--- src/hw/rtl/cwt_pkg.sv ---
package cwt_pkg;

   // Field widths fixed by the block's programming model.
   localparam int unsigned MODE_W     = 3;
   localparam int unsigned INDEX_W    = 16;
   localparam int unsigned CFG_W      = 11;
   localparam int unsigned SKIP_W     = 10;
   localparam int unsigned CSR_IDX_W  = 2;
   localparam int unsigned STATUS_W   = 3;
   localparam int unsigned ERR_W      = 3;
   localparam int unsigned FIRST_W    = 10;
   localparam int unsigned SEQ_OUT_W  = 32;

   // Event kinds carried by an input item. Codes six and seven are unused.
   typedef enum logic [MODE_W-1:0] {
      MODE_FRAME   = 3'd0,
      MODE_TRASH   = 3'd1,
      MODE_ARM     = 3'd2,
      MODE_CANCEL  = 3'd3,
      MODE_TIMEOUT = 3'd4,
      MODE_RESTART = 3'd5
   } mode_type;

   typedef enum logic [STATUS_W-1:0] {
      ST_IDLE      = 3'd0,
      ST_ARMED     = 3'd1,
      ST_COMPLETE  = 3'd2,
      ST_CANCELLED = 3'd3,
      ST_TIMED_OUT = 3'd4,
      ST_TRASH     = 3'd5,
      ST_DISCONT   = 3'd6,
      ST_INVALID   = 3'd7
   } status_type;

   typedef enum logic [ERR_W-1:0] {
      ERR_OK            = 3'd0,
      ERR_NO_BUFFERS    = 3'd1,
      ERR_BAD_FRAMES    = 3'd2,
      ERR_BAD_SKIP      = 3'd3,
      ERR_ALREADY_ARMED = 3'd4
   } arm_err_type;

   // Configuration register indexes.
   typedef enum logic [CSR_IDX_W-1:0] {
      CSR_BUFFER_COUNT  = 2'd0,
      CSR_INITIAL_LAST  = 2'd1,
      CSR_CAPTURE_COUNT = 2'd2,
      CSR_SKIP_COUNT    = 2'd3
   } csr_index_type;

endpackage

--- src/hw/rtl/cwt_if.sv ---
interface cwt_req_if;
   logic                                valid;
   logic                                ready;
   logic [cwt_pkg::MODE_W-1:0]          mode;
   logic signed [cwt_pkg::INDEX_W-1:0]  buffer_index;

   modport source (output valid, output mode, output buffer_index, input ready);
   modport sink   (input valid, input mode, input buffer_index, output ready);
endinterface

interface cwt_rsp_if;
   logic                              valid;
   logic                              ready;
   logic [cwt_pkg::STATUS_W-1:0]      window_status;
   logic [cwt_pkg::ERR_W-1:0]         arm_error;
   logic [cwt_pkg::FIRST_W-1:0]       first_index;
   logic [cwt_pkg::SEQ_OUT_W-1:0]     first_sequence;
   logic [cwt_pkg::SEQ_OUT_W-1:0]     last_sequence;
   logic [cwt_pkg::CFG_W-1:0]         captured_count;
   logic [cwt_pkg::SEQ_OUT_W-1:0]     normal_frame_total;
   logic                              window_intact;

   modport source (
      output valid, output window_status, output arm_error, output first_index,
      output first_sequence, output last_sequence, output captured_count,
      output normal_frame_total, output window_intact, input ready
   );
   modport sink (
      input valid, input window_status, input arm_error, input first_index,
      input first_sequence, input last_sequence, input captured_count,
      input normal_frame_total, input window_intact, output ready
   );
endinterface

--- src/hw/rtl/capture_window_tracker_core.sv ---
// Capture window tracker. Each input item is one event (frame with a buffer
// index, trash frame, arm, cancel, timeout or restart) and produces exactly
// one result item with the window status, the arm error code, the window's
// first index and sequence numbers, the captured count, the running count of
// valid frames and the intact flag. The block takes one item per clock; each
// item is held in the input register, then the tracking state is updated and
// the result written into the result register. Both stages keep moving while
// the next stage is free, so items stream at one per cycle; only a stalled
// result channel holds the pipe. Restart latches the ring size (saturated at
// MAX_BUFFERS or the buffer count register's maximum, if smaller) and the initial
// last index from the configuration registers; arm reads the capture and
// skip counts. Configuration should be written while no item is in flight.
// Sequence counters are SEQUENCE_BITS wide and wrap; the sequence outputs
// show their low 32 bits, zero extended when the counters are narrower.
module capture_window_tracker_core #(
   parameter int unsigned MAX_BUFFERS   = 1024,
   parameter int unsigned SEQUENCE_BITS = 32
) (
   input  logic                             clock,
   input  logic                             reset,
   input  logic                             csr_we,
   input  logic [cwt_pkg::CSR_IDX_W-1:0]    csr_index,
   input  logic [cwt_pkg::CFG_W-1:0]        csr_wdata,
   cwt_req_if.sink                          req_if,
   cwt_rsp_if.source                        rsp_if
);

   localparam int unsigned CFG_W  = cwt_pkg::CFG_W;
   localparam int unsigned SKIP_W = cwt_pkg::SKIP_W;
   localparam int unsigned SEQ_W  = SEQUENCE_BITS;
   localparam int unsigned CFG_MAX = (1 << CFG_W) - 1;
   // The ring size can never exceed what the buffer count register holds.
   localparam int unsigned RING_CAP_INT = (MAX_BUFFERS > CFG_MAX) ? CFG_MAX : MAX_BUFFERS;
   localparam logic [CFG_W-1:0] RING_CAP = CFG_W'(RING_CAP_INT);

   typedef struct packed {
      logic [cwt_pkg::STATUS_W-1:0]  window_status;
      logic [cwt_pkg::ERR_W-1:0]     arm_error;
      logic [cwt_pkg::FIRST_W-1:0]   first_index;
      logic [cwt_pkg::SEQ_OUT_W-1:0] first_sequence;
      logic [cwt_pkg::SEQ_OUT_W-1:0] last_sequence;
      logic [CFG_W-1:0]              captured_count;
      logic [cwt_pkg::SEQ_OUT_W-1:0] normal_frame_total;
      logic                          window_intact;
   } result_type;

   // Configuration registers.
   logic [CFG_W-1:0]  cfg_buffer_count_ff;
   logic [CFG_W-1:0]  cfg_initial_last_ff;
   logic [CFG_W-1:0]  cfg_capture_count_ff;
   logic [SKIP_W-1:0] cfg_skip_count_ff;

   // Input register stage.
   logic                              s1_valid_ff;
   logic [cwt_pkg::MODE_W-1:0]        s1_mode_ff;
   logic [cwt_pkg::INDEX_W-1:0]       s1_index_ff;

   // Tracking state.
   logic [CFG_W-1:0]                  ring_size_ff, ring_size_in;
   logic [cwt_pkg::STATUS_W-1:0]      state_ff, state_in;
   logic [CFG_W-1:0]                  last_index_ff, last_index_in;
   logic                              last_known_ff, last_known_in;
   logic [SKIP_W-1:0]                 skip_left_ff, skip_left_in;
   logic [CFG_W-1:0]                  target_ff, target_in;
   logic [CFG_W-1:0]                  count_ff, count_in;
   logic [SEQ_W-1:0]                  frame_total_ff, frame_total_in;
   logic [cwt_pkg::FIRST_W-1:0]       first_index_ff, first_index_in;
   logic [SEQ_W-1:0]                  first_seq_ff, first_seq_in;
   logic [SEQ_W-1:0]                  last_seq_ff, last_seq_in;
   // Frames counted since the first captured frame, which is what the
   // intact check needs; it equals frame_total minus first_seq in the
   // complete state.
   logic [SEQ_W-1:0]                  age_ff, age_in;

   // Result register.
   logic                              rsp_valid_ff;
   result_type                        rsp_ff;
   logic [cwt_pkg::ERR_W-1:0]         arm_err_in;
   logic                              intact_in;

   logic                              s2_go;
   logic                              idx_in_range;
   logic [CFG_W-1:0]                  idx_short;
   logic [CFG_W-1:0]                  expected_index;
   logic [CFG_W-1:0]                  count_plus;
   logic [SEQ_W-1:0]                  frame_total_plus;
   logic                              restart_known;

   // The update stage fires when an item waits in the input register and the
   // result register is empty or is being drained in this cycle.
   assign s2_go        = s1_valid_ff && (!rsp_valid_ff || rsp_if.ready);
   assign req_if.ready = !s1_valid_ff || s2_go;

   // A frame index counts only when it is non-negative and inside the ring.
   assign idx_in_range = !s1_index_ff[cwt_pkg::INDEX_W-1]
                      && ({1'b0, s1_index_ff[cwt_pkg::INDEX_W-2:0]}
                          < {{(cwt_pkg::INDEX_W-CFG_W){1'b0}}, ring_size_ff});
   assign idx_short    = s1_index_ff[CFG_W-1:0];

   // A known last index is always below the ring size, so wrapping around the
   // ring is a single compare.
   assign expected_index   = (last_index_ff + 1'b1 == ring_size_ff)
                             ? '0 : last_index_ff + 1'b1;
   assign count_plus       = count_ff + 1'b1;
   assign frame_total_plus = frame_total_ff + 1'b1;

   always_comb begin
      ring_size_in   = ring_size_ff;
      state_in       = state_ff;
      last_index_in  = last_index_ff;
      last_known_in  = last_known_ff;
      skip_left_in   = skip_left_ff;
      target_in      = target_ff;
      count_in       = count_ff;
      frame_total_in = frame_total_ff;
      first_index_in = first_index_ff;
      first_seq_in   = first_seq_ff;
      last_seq_in    = last_seq_ff;
      age_in         = age_ff;
      arm_err_in     = cwt_pkg::ERR_OK;
      restart_known  = 1'b0;

      unique case (s1_mode_ff)
         cwt_pkg::MODE_FRAME: begin
            if (!idx_in_range) begin
               if (state_ff == cwt_pkg::ST_ARMED) begin
                  state_in = cwt_pkg::ST_INVALID;
               end
            end else begin
               // A break in the index sequence fails the window, but the
               // frame is still tracked and counted.
               if (last_known_ff && (idx_short != expected_index)
                   && (state_ff == cwt_pkg::ST_ARMED)) begin
                  state_in = cwt_pkg::ST_DISCONT;
               end
               last_index_in  = idx_short;
               last_known_in  = 1'b1;
               frame_total_in = frame_total_plus;
               age_in         = age_ff + 1'b1;
               if (state_in == cwt_pkg::ST_ARMED) begin
                  if (skip_left_ff != '0) begin
                     skip_left_in = skip_left_ff - 1'b1;
                  end else begin
                     if (count_ff == '0) begin
                        first_index_in = idx_short[cwt_pkg::FIRST_W-1:0];
                        first_seq_in   = frame_total_plus;
                        age_in         = '0;
                     end
                     count_in    = count_plus;
                     last_seq_in = frame_total_plus;
                     if (count_plus == target_ff) begin
                        state_in = cwt_pkg::ST_COMPLETE;
                     end
                  end
               end
            end
         end
         cwt_pkg::MODE_TRASH: begin
            if (state_ff == cwt_pkg::ST_ARMED) begin
               state_in = cwt_pkg::ST_TRASH;
            end
         end
         cwt_pkg::MODE_ARM: begin
            if (ring_size_ff == '0) begin
               arm_err_in = cwt_pkg::ERR_NO_BUFFERS;
            end else if ((cfg_capture_count_ff == '0)
                         || (cfg_capture_count_ff > ring_size_ff)) begin
               arm_err_in = cwt_pkg::ERR_BAD_FRAMES;
            end else if ({1'b0, cfg_skip_count_ff} >= ring_size_ff) begin
               arm_err_in = cwt_pkg::ERR_BAD_SKIP;
            end else if (state_ff == cwt_pkg::ST_ARMED) begin
               arm_err_in = cwt_pkg::ERR_ALREADY_ARMED;
            end else begin
               skip_left_in   = cfg_skip_count_ff;
               target_in      = cfg_capture_count_ff;
               count_in       = '0;
               first_index_in = '0;
               first_seq_in   = '0;
               last_seq_in    = '0;
               state_in       = cwt_pkg::ST_ARMED;
            end
         end
         cwt_pkg::MODE_CANCEL: begin
            if (state_ff == cwt_pkg::ST_ARMED) begin
               state_in = cwt_pkg::ST_CANCELLED;
            end
         end
         cwt_pkg::MODE_TIMEOUT: begin
            if (state_ff == cwt_pkg::ST_ARMED) begin
               state_in = cwt_pkg::ST_TIMED_OUT;
            end
         end
         cwt_pkg::MODE_RESTART: begin
            ring_size_in = (cfg_buffer_count_ff > RING_CAP) ? RING_CAP : cfg_buffer_count_ff;
            // The initial last index is signed; a negative or out-of-ring
            // value leaves the last index unknown.
            restart_known = (ring_size_in != '0) && !cfg_initial_last_ff[CFG_W-1]
                         && ({1'b0, cfg_initial_last_ff[CFG_W-2:0]} < ring_size_in);
            last_index_in  = restart_known ? {1'b0, cfg_initial_last_ff[CFG_W-2:0]} : '0;
            last_known_in  = restart_known;
            frame_total_in = '0;
            skip_left_in   = '0;
            target_in      = '0;
            count_in       = '0;
            state_in       = cwt_pkg::ST_IDLE;
            first_index_in = '0;
            first_seq_in   = '0;
            last_seq_in    = '0;
            age_in         = '0;
         end
         default: begin
         end
      endcase

      intact_in = (state_in == cwt_pkg::ST_COMPLETE) && (ring_size_in != '0)
               && (age_in < SEQ_W'(ring_size_in));
   end

   always_ff @(posedge clock) begin
      if (reset) begin
         cfg_buffer_count_ff  <= '0;
         cfg_initial_last_ff  <= '1;
         cfg_capture_count_ff <= '0;
         cfg_skip_count_ff    <= '0;
         s1_valid_ff          <= 1'b0;
         rsp_valid_ff         <= 1'b0;
         ring_size_ff         <= '0;
         state_ff             <= cwt_pkg::ST_IDLE;
         last_index_ff        <= '0;
         last_known_ff        <= 1'b0;
         skip_left_ff         <= '0;
         target_ff            <= '0;
         count_ff             <= '0;
         frame_total_ff       <= '0;
         first_index_ff       <= '0;
         first_seq_ff         <= '0;
         last_seq_ff          <= '0;
         age_ff               <= '0;
      end else begin
         if (csr_we) begin
            unique case (csr_index)
               cwt_pkg::CSR_BUFFER_COUNT:  cfg_buffer_count_ff  <= csr_wdata;
               cwt_pkg::CSR_INITIAL_LAST:  cfg_initial_last_ff  <= csr_wdata;
               cwt_pkg::CSR_CAPTURE_COUNT: cfg_capture_count_ff <= csr_wdata;
               cwt_pkg::CSR_SKIP_COUNT:    cfg_skip_count_ff    <= csr_wdata[SKIP_W-1:0];
               default: begin
               end
            endcase
         end

         if (req_if.valid && req_if.ready) begin
            s1_valid_ff <= 1'b1;
         end else if (s2_go) begin
            s1_valid_ff <= 1'b0;
         end

         if (s2_go) begin
            rsp_valid_ff <= 1'b1;
         end else if (rsp_if.ready) begin
            rsp_valid_ff <= 1'b0;
         end

         if (s2_go) begin
            ring_size_ff   <= ring_size_in;
            state_ff       <= state_in;
            last_index_ff  <= last_index_in;
            last_known_ff  <= last_known_in;
            skip_left_ff   <= skip_left_in;
            target_ff      <= target_in;
            count_ff       <= count_in;
            frame_total_ff <= frame_total_in;
            first_index_ff <= first_index_in;
            first_seq_ff   <= first_seq_in;
            last_seq_ff    <= last_seq_in;
            age_ff         <= age_in;
         end
      end
   end

   // Payload registers carry no reset.
   always_ff @(posedge clock) begin
      if (req_if.valid && req_if.ready) begin
         s1_mode_ff  <= req_if.mode;
         s1_index_ff <= req_if.buffer_index;
      end
      if (s2_go) begin
         rsp_ff.window_status      <= state_in;
         rsp_ff.arm_error          <= arm_err_in;
         rsp_ff.first_index        <= first_index_in;
         rsp_ff.first_sequence     <= cwt_pkg::SEQ_OUT_W'(first_seq_in);
         rsp_ff.last_sequence      <= cwt_pkg::SEQ_OUT_W'(last_seq_in);
         rsp_ff.captured_count     <= count_in;
         rsp_ff.normal_frame_total <= cwt_pkg::SEQ_OUT_W'(frame_total_in);
         rsp_ff.window_intact      <= intact_in;
      end
   end

   assign rsp_if.valid              = rsp_valid_ff;
   assign rsp_if.window_status      = rsp_ff.window_status;
   assign rsp_if.arm_error          = rsp_ff.arm_error;
   assign rsp_if.first_index        = rsp_ff.first_index;
   assign rsp_if.first_sequence     = rsp_ff.first_sequence;
   assign rsp_if.last_sequence      = rsp_ff.last_sequence;
   assign rsp_if.captured_count     = rsp_ff.captured_count;
   assign rsp_if.normal_frame_total = rsp_ff.normal_frame_total;
   assign rsp_if.window_intact      = rsp_ff.window_intact;

   // The window never captures more frames than its target.
   a_count_le_target: assert property (@(posedge clock) disable iff (reset)
      count_ff <= target_ff)
      else $error("captured count exceeds target");

   // A known last index always lies inside the latched ring.
   a_last_in_ring: assert property (@(posedge clock) disable iff (reset)
      last_known_ff |-> (last_index_ff < ring_size_ff))
      else $error("last index outside ring");

   // An intact window is only ever reported together with a complete status.
   a_intact_complete: assert property (@(posedge clock) disable iff (reset)
      (rsp_valid_ff && rsp_ff.window_intact)
      |-> (rsp_ff.window_status == cwt_pkg::ST_COMPLETE))
      else $error("intact flag without complete status");

   // An item in the input register is not dropped while the result stalls.
   a_s1_holds: assert property (@(posedge clock) disable iff (reset)
      (s1_valid_ff && !s2_go) |=> s1_valid_ff)
      else $error("input stage lost an item");

endmodule
--- src/flat_wrapper.sv ---
// flat-port wrapper written by rule: the top's interface ports become plain ports
module capture_window_tracker_core_flat 
#(
   parameter int unsigned MAX_BUFFERS   = 1024,
   parameter int unsigned SEQUENCE_BITS = 32
)
  (clock, reset, csr_we, csr_index, csr_wdata, req_if_valid, req_if_mode, req_if_buffer_index, req_if_ready, rsp_if_valid, rsp_if_window_status, rsp_if_arm_error, rsp_if_first_index, rsp_if_first_sequence, rsp_if_last_sequence, rsp_if_captured_count, rsp_if_normal_frame_total, rsp_if_window_intact, rsp_if_ready);
  cwt_req_if req_if_i ();
  cwt_rsp_if rsp_if_i ();
  input  logic clock;
  input  logic reset;
  input  logic csr_we;
  input  logic [cwt_pkg::CSR_IDX_W-1:0] csr_index;
  input  logic [cwt_pkg::CFG_W-1:0] csr_wdata;
  input wire logic [$bits(req_if_i.valid)-1:0] req_if_valid;
  input wire logic [$bits(req_if_i.mode)-1:0] req_if_mode;
  input wire logic [$bits(req_if_i.buffer_index)-1:0] req_if_buffer_index;
  output wire logic [$bits(req_if_i.ready)-1:0] req_if_ready;
  output wire logic [$bits(rsp_if_i.valid)-1:0] rsp_if_valid;
  output wire logic [$bits(rsp_if_i.window_status)-1:0] rsp_if_window_status;
  output wire logic [$bits(rsp_if_i.arm_error)-1:0] rsp_if_arm_error;
  output wire logic [$bits(rsp_if_i.first_index)-1:0] rsp_if_first_index;
  output wire logic [$bits(rsp_if_i.first_sequence)-1:0] rsp_if_first_sequence;
  output wire logic [$bits(rsp_if_i.last_sequence)-1:0] rsp_if_last_sequence;
  output wire logic [$bits(rsp_if_i.captured_count)-1:0] rsp_if_captured_count;
  output wire logic [$bits(rsp_if_i.normal_frame_total)-1:0] rsp_if_normal_frame_total;
  output wire logic [$bits(rsp_if_i.window_intact)-1:0] rsp_if_window_intact;
  input wire logic [$bits(rsp_if_i.ready)-1:0] rsp_if_ready;
  assign req_if_i.valid = req_if_valid;
  assign req_if_i.mode = req_if_mode;
  assign req_if_i.buffer_index = req_if_buffer_index;
  assign req_if_ready = req_if_i.ready;
  assign rsp_if_valid = rsp_if_i.valid;
  assign rsp_if_window_status = rsp_if_i.window_status;
  assign rsp_if_arm_error = rsp_if_i.arm_error;
  assign rsp_if_first_index = rsp_if_i.first_index;
  assign rsp_if_first_sequence = rsp_if_i.first_sequence;
  assign rsp_if_last_sequence = rsp_if_i.last_sequence;
  assign rsp_if_captured_count = rsp_if_i.captured_count;
  assign rsp_if_normal_frame_total = rsp_if_i.normal_frame_total;
  assign rsp_if_window_intact = rsp_if_i.window_intact;
  assign rsp_if_i.ready = rsp_if_ready;
  capture_window_tracker_core #(.MAX_BUFFERS(MAX_BUFFERS), .SEQUENCE_BITS(SEQUENCE_BITS)) u_core (.clock(clock), .reset(reset), .csr_we(csr_we), .csr_index(csr_index), .csr_wdata(csr_wdata), .req_if(req_if_i), .rsp_if(rsp_if_i));
endmodule
--- config.mk ---
export PLATFORM = sky130hd
export DESIGN_NAME = capture_window_tracker_core_flat
export DESIGN_NICKNAME = d
export VERILOG_FILES = /design/src/hw/rtl/cwt_pkg.sv /design/src/hw/rtl/cwt_if.sv /design/src/hw/rtl/capture_window_tracker_core.sv /design/src/flat_wrapper.sv
export SDC_FILE = /design/constraint.sdc
export NUM_CORES = 1
export LEC_CHECK = 0
export BUFFER_PORTS_ARGS = -buffer_cell sky130_fd_sc_hd__buf_2
export CAP_MARGIN = 10
export CORE_MARGIN = 3
export CORE_UTILIZATION = 50
export CTS_CLUSTER_DIAMETER = 50
export DETAILED_ROUTE_END_ITERATION = 7
export PLACE_DENSITY_LB_ADDON = 0.05
export RECOVER_POWER = 100
export SKIP_LAST_GASP = 1
export SYNTH_ARGS = -nofsm -noshare
export SYNTH_HDL_FRONTEND = slang
export SYNTH_SLANG_ARGS = --single-unit
--- constraint.sdc ---
create_clock -name clock -period 7.1 [get_ports clock]
set_input_delay 1.065 -clock clock [delete_from_list [all_inputs] [get_ports clock]]
set_output_delay 1.065 -clock clock [all_outputs]
set_load 0.03 [all_outputs]
==> results of run 1 <==
[cell families (layout without fill, tap and decap cells)]
| group | Yosys count | in the layout | share of synthesized area [%] |
|---|---|---|---|
| muxes | 27 | 27 | 1.39 |
| adders and majority gates | 56 | 56 | 3.55 |
| buffers and inverters | 202 | 311 | 4.35 |
| xor gates and xnor gates | 90 | 90 | 4.41 |
| AOI/OAI and AO/OA | 600 | 600 | 21.0 |
| and+or+nand+nor | 764 | 764 | 19.1 |
| DFF | 384 | 384 | 46.2 |
[flip-flops by register name (all words and copies together) (netlist names), 10 cells and up]
register / flops
u_core.first_seq_ff: 32
u_core.first_index_ff: 10
u_core.age_ff: 32
u_core.rsp_if.last_sequence: 32
u_core.cfg_buffer_count_ff: 11
u_core.cfg_initial_last_ff: 11
u_core.skip_left_ff: 10
u_core.last_seq_ff: 32
u_core.rsp_if.normal_frame_total: 32
u_core.cfg_skip_count_ff: 10
u_core.frame_total_ff: 32
u_core.target_ff: 11
u_core.rsp_if.captured_count: 11
u_core.rsp_if.first_sequence: 32
u_core.last_index_ff: 11
u_core.rsp_if.first_index: 10
u_core.cfg_capture_count_ff: 11
u_core.count_ff: 11
u_core.ring_size_ff: 11
u_core.s1_index_ff: 16
[power by group]
group	switching [mW]	leakage [nW]	internal (mW)
Sequential	0.0648	3.31	2.35
Combinational	0.352	3.43	0.146
Clock	0.947	0.737	1.41
Total	1.36	7.48	3.90
[stage by stage]
stage	power, mW	instance area [µm²]	instances
CTS	5.31	22200	2750
floorplan	2.79	19700	2123
global placement	2.96	20700	2667
global route	5.46	22000	2750
detailed placement	2.96	20700	2667
finish	5.27	22000	2750
[synthesized netlist by cell type (15+ instances only)]
master	number
dfxtp_1	241
nand2_1	213
nor2_1	167
a21oi_1	162
edfxtp_1	143
clkbuf_1	119
o21ai_0	106
nand3_1	94
o2bb2ai_1	63
xnor2_1	61
ha_1	56
nand2b_1	54
a22o_1	49
nor3_1	46
a211oi_1	41
inv_1	40
nand4_1	30
and3_1	29
mux2i_1	24
a31oi_1	23
buf_2	23
xor2_1	23
nor4_1	22
or3_1	22
and2_1	21
a21o_1	15
[critical path: cells and delay by family, from the launching register on]
family / cells / cell delay, ns
buf+inv: 4 / 2.13
flops: 1 / 0.42
fa+ha+maj: 1 / 0.23
simple gates: 5 / 2.41
compound gates: 3 / 1.33
[per-layer routing]
layer / share of wire, % / GRT usage, % / up-vias
li1: - / - / 8005
met1: 45 / 41.3 / 8102
met2: 46 / 46.1 / 593
met3: 6.0 / 4.21 / 98
met4: 2.8 / 9.14 / 0
met5: 0 / 0 / -
[cell type report]
class	count	area [µm²]
well taps	518	648
fillers	3564	16900
inverters	40	155
flip-flops and latches	384	9120
repair buffers	188	796
multi-input cells	1537	9750
clock buffers	60	1220
clock inverters	23	283
[path summary, 6_finish.rpt]
path                                   to  cells after the start
setup / recovery   u_core.first_seq_ff[5]                     13
hold / removal    u_core.first_seq_ff[18]                      1
setup reg to reg   u_core.first_seq_ff[5]                     13
hold reg to reg   u_core.first_seq_ff[18]                      1
==> flow_summary.yaml, run 1 <==
pwr:
  irDropWorstVdd_v: 0.000192
  leakagePower_nw: 7.48
  powerDensity_nw_per_um2: 240
yosys:
  async_reset_ff_share_pct: 0
  yosys-top-cells-area: "dfxtp_1 24%, edfxtp_1 22%, a21oi_1 4.1%"
  syn_area_per_cell_um2: 9.30
  synth_flop_cell: "dfxtp_1"
  syn_area_um2: 19700
  synth_cell_types: 85
  ys_warn_count: 0
  yosysTopAreaCell: "dfxtp_1"
  synth-seq-cells: 384
  synth_top_area_share_pct: 24.4
  synth_edf_count: 143
  syn_nets: 2216
  ys_seq_area_share_pct: 46.2
  synth_cells: 2123
clocking:
  holdBufCountCts: 0
  clock_latency_ns: 0.57
  cts_resized: 0
  cts_tree: "yes"
  clock_sinks: 384
  clk_pin_slew_ns: 0.06
  cts_inserted_buffers: 45
  h-tree-depth: 2
  clockBufferDepth: 3
  cts_setup_buffers: 0
  cts_root_buf: "clkbuf_16"
min_path:
  worstHoldStart: "u_core.first_seq_ff[18]"
  hp-class: "flop to flop"
setup_path:
  r2r_start: "u_core.ring_size_ff[10]"
  crit_chain: "inv_1 > ha_1 > or4_1 > a2111oi_0 > o21ai_0 > buf_4 > nand2_1 > nand2_1 > clkbuf_1 > nor3_1 > clkbuf_1 > nand3_1 > o2bb2ai_1"
  r2r_slack_ns: 0.45
  worst-setup-path-type: "flop to flop"
  start_kind: "flop"
  crit_arrival_ns: 7.11
  worstPathMaxFanout: 42
  worstPathRequired_ns: 7.57
  crit_path_top_delay_cell: "nand3_1"
  crit_start: "u_core.ring_size_ff[10]"
  endpoint_kind: "flop"
  slowest_delay_ns: 1.00
timing:
  setup_slack_ns: 0.455
  max_freq_ghz: 0.150
  rsz0062_at_grt: "no"
  worst_pin_slew_ns: 4.47
  fin_crit_sh_pct: 93.6
  hold_viol: 0
  setup_viol: 0
  setup_tns_ns: 0
  min_period_ns: 6.65
  max_slew_margin_pct: -198
  finalMaxSlewViolations: 454
  holdWs_ns: 0.464
  clock_skew_ns: 0.0239
detailed_routing:
  firstDrtPassIters: 6
  routed_wl_um: 61900
  drtIter0Drc: 1313
  via_count: 16800
  postRouteAntennaNets: 0
  vias_per_cell: 6.11
  avgRoutedWirePerCell_um: 22.5
  drc: 0
layout:
  nNetsFinal: 2289
  drive_gt1_share_pct: 6.59
  final_common_cell: "dfxtp_1"
  final_util_pct: 56.6
  diodes: 0
  layout_common_cells: "241 x dfxtp_1, 212 x nand2_1, 167 x nor2_1, 162 x a21oi_1, 155 x clkbuf_1"
  syn_to_final_growth_pct: 11.3
floorplanning:
  start_util_pct: 50.8
  core_area_um2: 38800
  die_w_um: 205
  die_area_um2: 41900
  io_pins: 163
  rows: 72
  chipHeight_um: 205
grt:
  grt_usage_pct: 29.1
  antenna_found_initial: 0
  grt_pass1_vias: 15700
  grt_pass1_wl_um: 95000
  grt_max_degree: 109
  grt_overflow: 0
placed_design:
  hpwl_um: 43900
  finalWeightedCongestion: 0.947
  portBuffers: 162
  pre_cts_ws_ns: 0.733
run:
  maxCapViolCount: 10
status:
  outcome: "finished with violations"
  failed_checks: "capacitance limit, slew limit"
Power figures use the tool's default switching activity.
==> run 2: changes to the inputs <==
Settings changed: PLACE_DENSITY set to 0.75, PLACE_DENSITY_LB_ADDON 0.05 to unset, SLEW_MARGIN set to 0.
==> run 2 against run 1 <==
The flow still finishes with violations (capacitance limit, slew limit). Maximum frequency grew 0.74%. First-iteration DRC count grew 19%. Via count grew 2.3%. Power grew 1.2%. Combinational power shrank 2%. Hold slack gained 0.0019 ns. Utilization grew 0.081 points. Final cell count shrank 0.18%. Global-route usage shrank 1.9 points. Critical path depth is the same.
==> flow_summary.yaml, run 2 (synthesis results as in run 1) <==
status:
  outcome: "finished with violations"
  failed_checks: "capacitance limit, slew limit"
layout:
  syn_to_final_growth_pct: 11.5
  final_common_cell: "dfxtp_1"
  nNetsFinal: 2285
  nFillCells: 3487
  diodes: 0
  final_cell_area_um2: 22000
  drive_gt1_share_pct: 6.87
  final_util_pct: 56.7
  layout_common_cells: "241 x dfxtp_1, 212 x nand2_1, 168 x nor2_1, 162 x a21oi_1, 143 x edfxtp_1"
detailed_routing:
  drtIter0Drc: 1569
  wl_met3_um: 5070
  highest_layer: "met4"
  postRouteAntennaNets: 0
  via_count: 17200
  drc: 0
  met2WireLength_um: 26900
  vias_per_cell: 6.26
  firstDrtPassIters: 7
  avgRoutedWirePerCell_um: 21.3
  wirelength_met1_um: 24600
  routed_wl_um: 58600
timing:
  setup_viol: 0
  fin_crit_sh_pct: 92.9
  finalMaxSlewViolations: 288
  worst_pin_slew_ns: 4.36
  setup_tns_ns: 0
  rsz0062_at_grt: "no"
  max_freq_ghz: 0.152
  min_period_ns: 6.60
  clock_skew_ns: 0.0238
  max_slew_margin_pct: -191
  hold_viol: 0
setup_path:
  crit_chain: "inv_1 > ha_1 > or4_1 > a2111oi_0 > o21ai_0 > buf_4 > and2_0 > nor2_1 > clkbuf_1 > nand3_1 > nor3_1 > clkbuf_2 > a22o_1"
  endpoint_kind: "flop"
  worstPathRequired_ns: 7.62
  timing.rr.end: "u_core.first_index_ff[0]"
  start_kind: "flop"
  worst-setup-path-type: "flop to flop"
  worstPathMaxFanout: 31
  r2r_start: "u_core.ring_size_ff[10]"
  slowest_delay_ns: 1.16
  crit_path_top_delay_cell: "nand3_1"
  ff2ff_path_depth: 13
  crit_arrival_ns: 7.11
  r2r_slack_ns: 0.50
floorplanning:
  die_w_um: 205
  die_area_um2: 41900
  chipHeight_um: 205
  start_util_pct: 50.8
  io_pins: 163
  rows: 72
  core_area_um2: 38800
grt:
  grt_usage_pct: 27.2
  grt_max_degree: 105
  grt_pass1_vias: 15900
  grt_overflow: 0
  antenna_found_initial: 0
  grt_pass1_wl_um: 90300
placed_design:
  portBuffers: 162
  hpwl_um: 41000
  post_dp_cell_area_um2: 20700
  finalWeightedCongestion: 0.936
pwr:
  powerDensity_nw_per_um2: 242
  p_total_mw: 5.33
  irDropWorstVdd_v: 0.000192
  leakagePower_nw: 7.51
clocking:
  holdBufCountCts: 0
  h-tree-depth: 2
  clock_latency_ns: 0.59
  cts_tree: "yes"
  cts_setup_buffers: 0
  cts_resized: 0
  clk_pin_slew_ns: 0.06
  clockBufferDepth: 3
  cts_inserted_buffers: 43
  cts_root_buf: "clkbuf_16"
  clock_sinks: 384
min_path:
  min_to: "u_core.first_seq_ff[5]"
  holdPathStages: 1
  hp-class: "flop to flop"
  worstHoldStart: "u_core.first_seq_ff[5]"
run:
  maxCapViolCount: 7
==> run 2: changes by cell type in the layout (fill, tap and decap cells not counted), sizes merged <==
cell      change
clkbuf       -17
clkinv        +2
inv           +2
bufinv        +3
buf           +2
clkinvlp      +3
==> run 2: report_power, final <==
| group | switching [mW] | leakage [nW] | internal (mW) |
|---|---|---|---|
| combinational | 0.345 | 3.44 | 0.146 |
| sequential | 0.0643 | 3.31 | 2.35 |
| clock | 0.969 | 0.758 | 1.46 |
| total | 1.38 | 7.51 | 3.95 |
==> run 2: through the flow <==
step / hold WS [ns] / setup WS [ns] / std cells
2_1_floorplan: 0.433 / 1.29 / 2123
3_3_place_gp: 0.445 / 0.971 / 2664
3_5_place_dp: 0.447 / 0.832 / 2664
4_1_cts: 0.466 / 0.757 / 2744
5_1_grt: 0.486 / 0.0154 / 2745
6_report: 0.466 / 0.503 / 2745
==> run 2: critical path: cells and delay by family (launching register included) <==
family | cells | cell delay, ns
flip-flops | 1 | 0.44
buffers and inverters | 4 | 1.97
AO/OA/AOI/OAI | 3 | 1.14
AND/OR/NAND/NOR | 5 | 2.72
adder cells (fa/ha/maj) | 1 | 0.23
==> run 2: how the worst max path moves through the flow <==
| stage | from | to | slack (ns) | cells past startpoint |
|---|---|---|---|---|
| 3_5_place_dp | u_core.ring_size_ff[10] | u_core.rsp_if.window_intact | 0.83 | 22 |
| 2_1_floorplan | rsp_if_ready | u_core.rsp_if.arm_error[0] | 1.29 | 5 |
| 5_1_grt | u_core.ring_size_ff[10] | u_core.rsp_if.window_intact | 0.02 | 22 |
| 4_1_cts | u_core.ring_size_ff[10] | u_core.rsp_if.window_intact | 0.76 | 22 |
| 3_3_place_gp | u_core.ring_size_ff[10] | u_core.rsp_if.window_intact | 0.97 | 22 |
| 6_report | u_core.ring_size_ff[10] | u_core.first_index_ff[0] | 0.50 | 13 |
==> run 2: final cells by class <==
class | instances | area [µm²] | share of cell area [%]
Clock inverter | 33 | 433 | 1.97
Sequential cell | 384 | 9120 | 41.4
Clock buffer | 47 | 1120 | 5.10
Timing Repair Buffer | 186 | 791 | 3.59
Inverter | 40 | 155 | 0.705
Tap cell | 518 | 648 | 2.95
Multi-Input combinational cell | 1537 | 9740 | 44.3
==> run 2: metal layers <==
layer | track usage [%] | vias to the layer above
met5 | 0 | -
met1 | 36.9 | 8226
li1 | - | 7998
met4 | 9.90 | 0
met2 | 43.5 | 845
met3 | 5.15 | 121
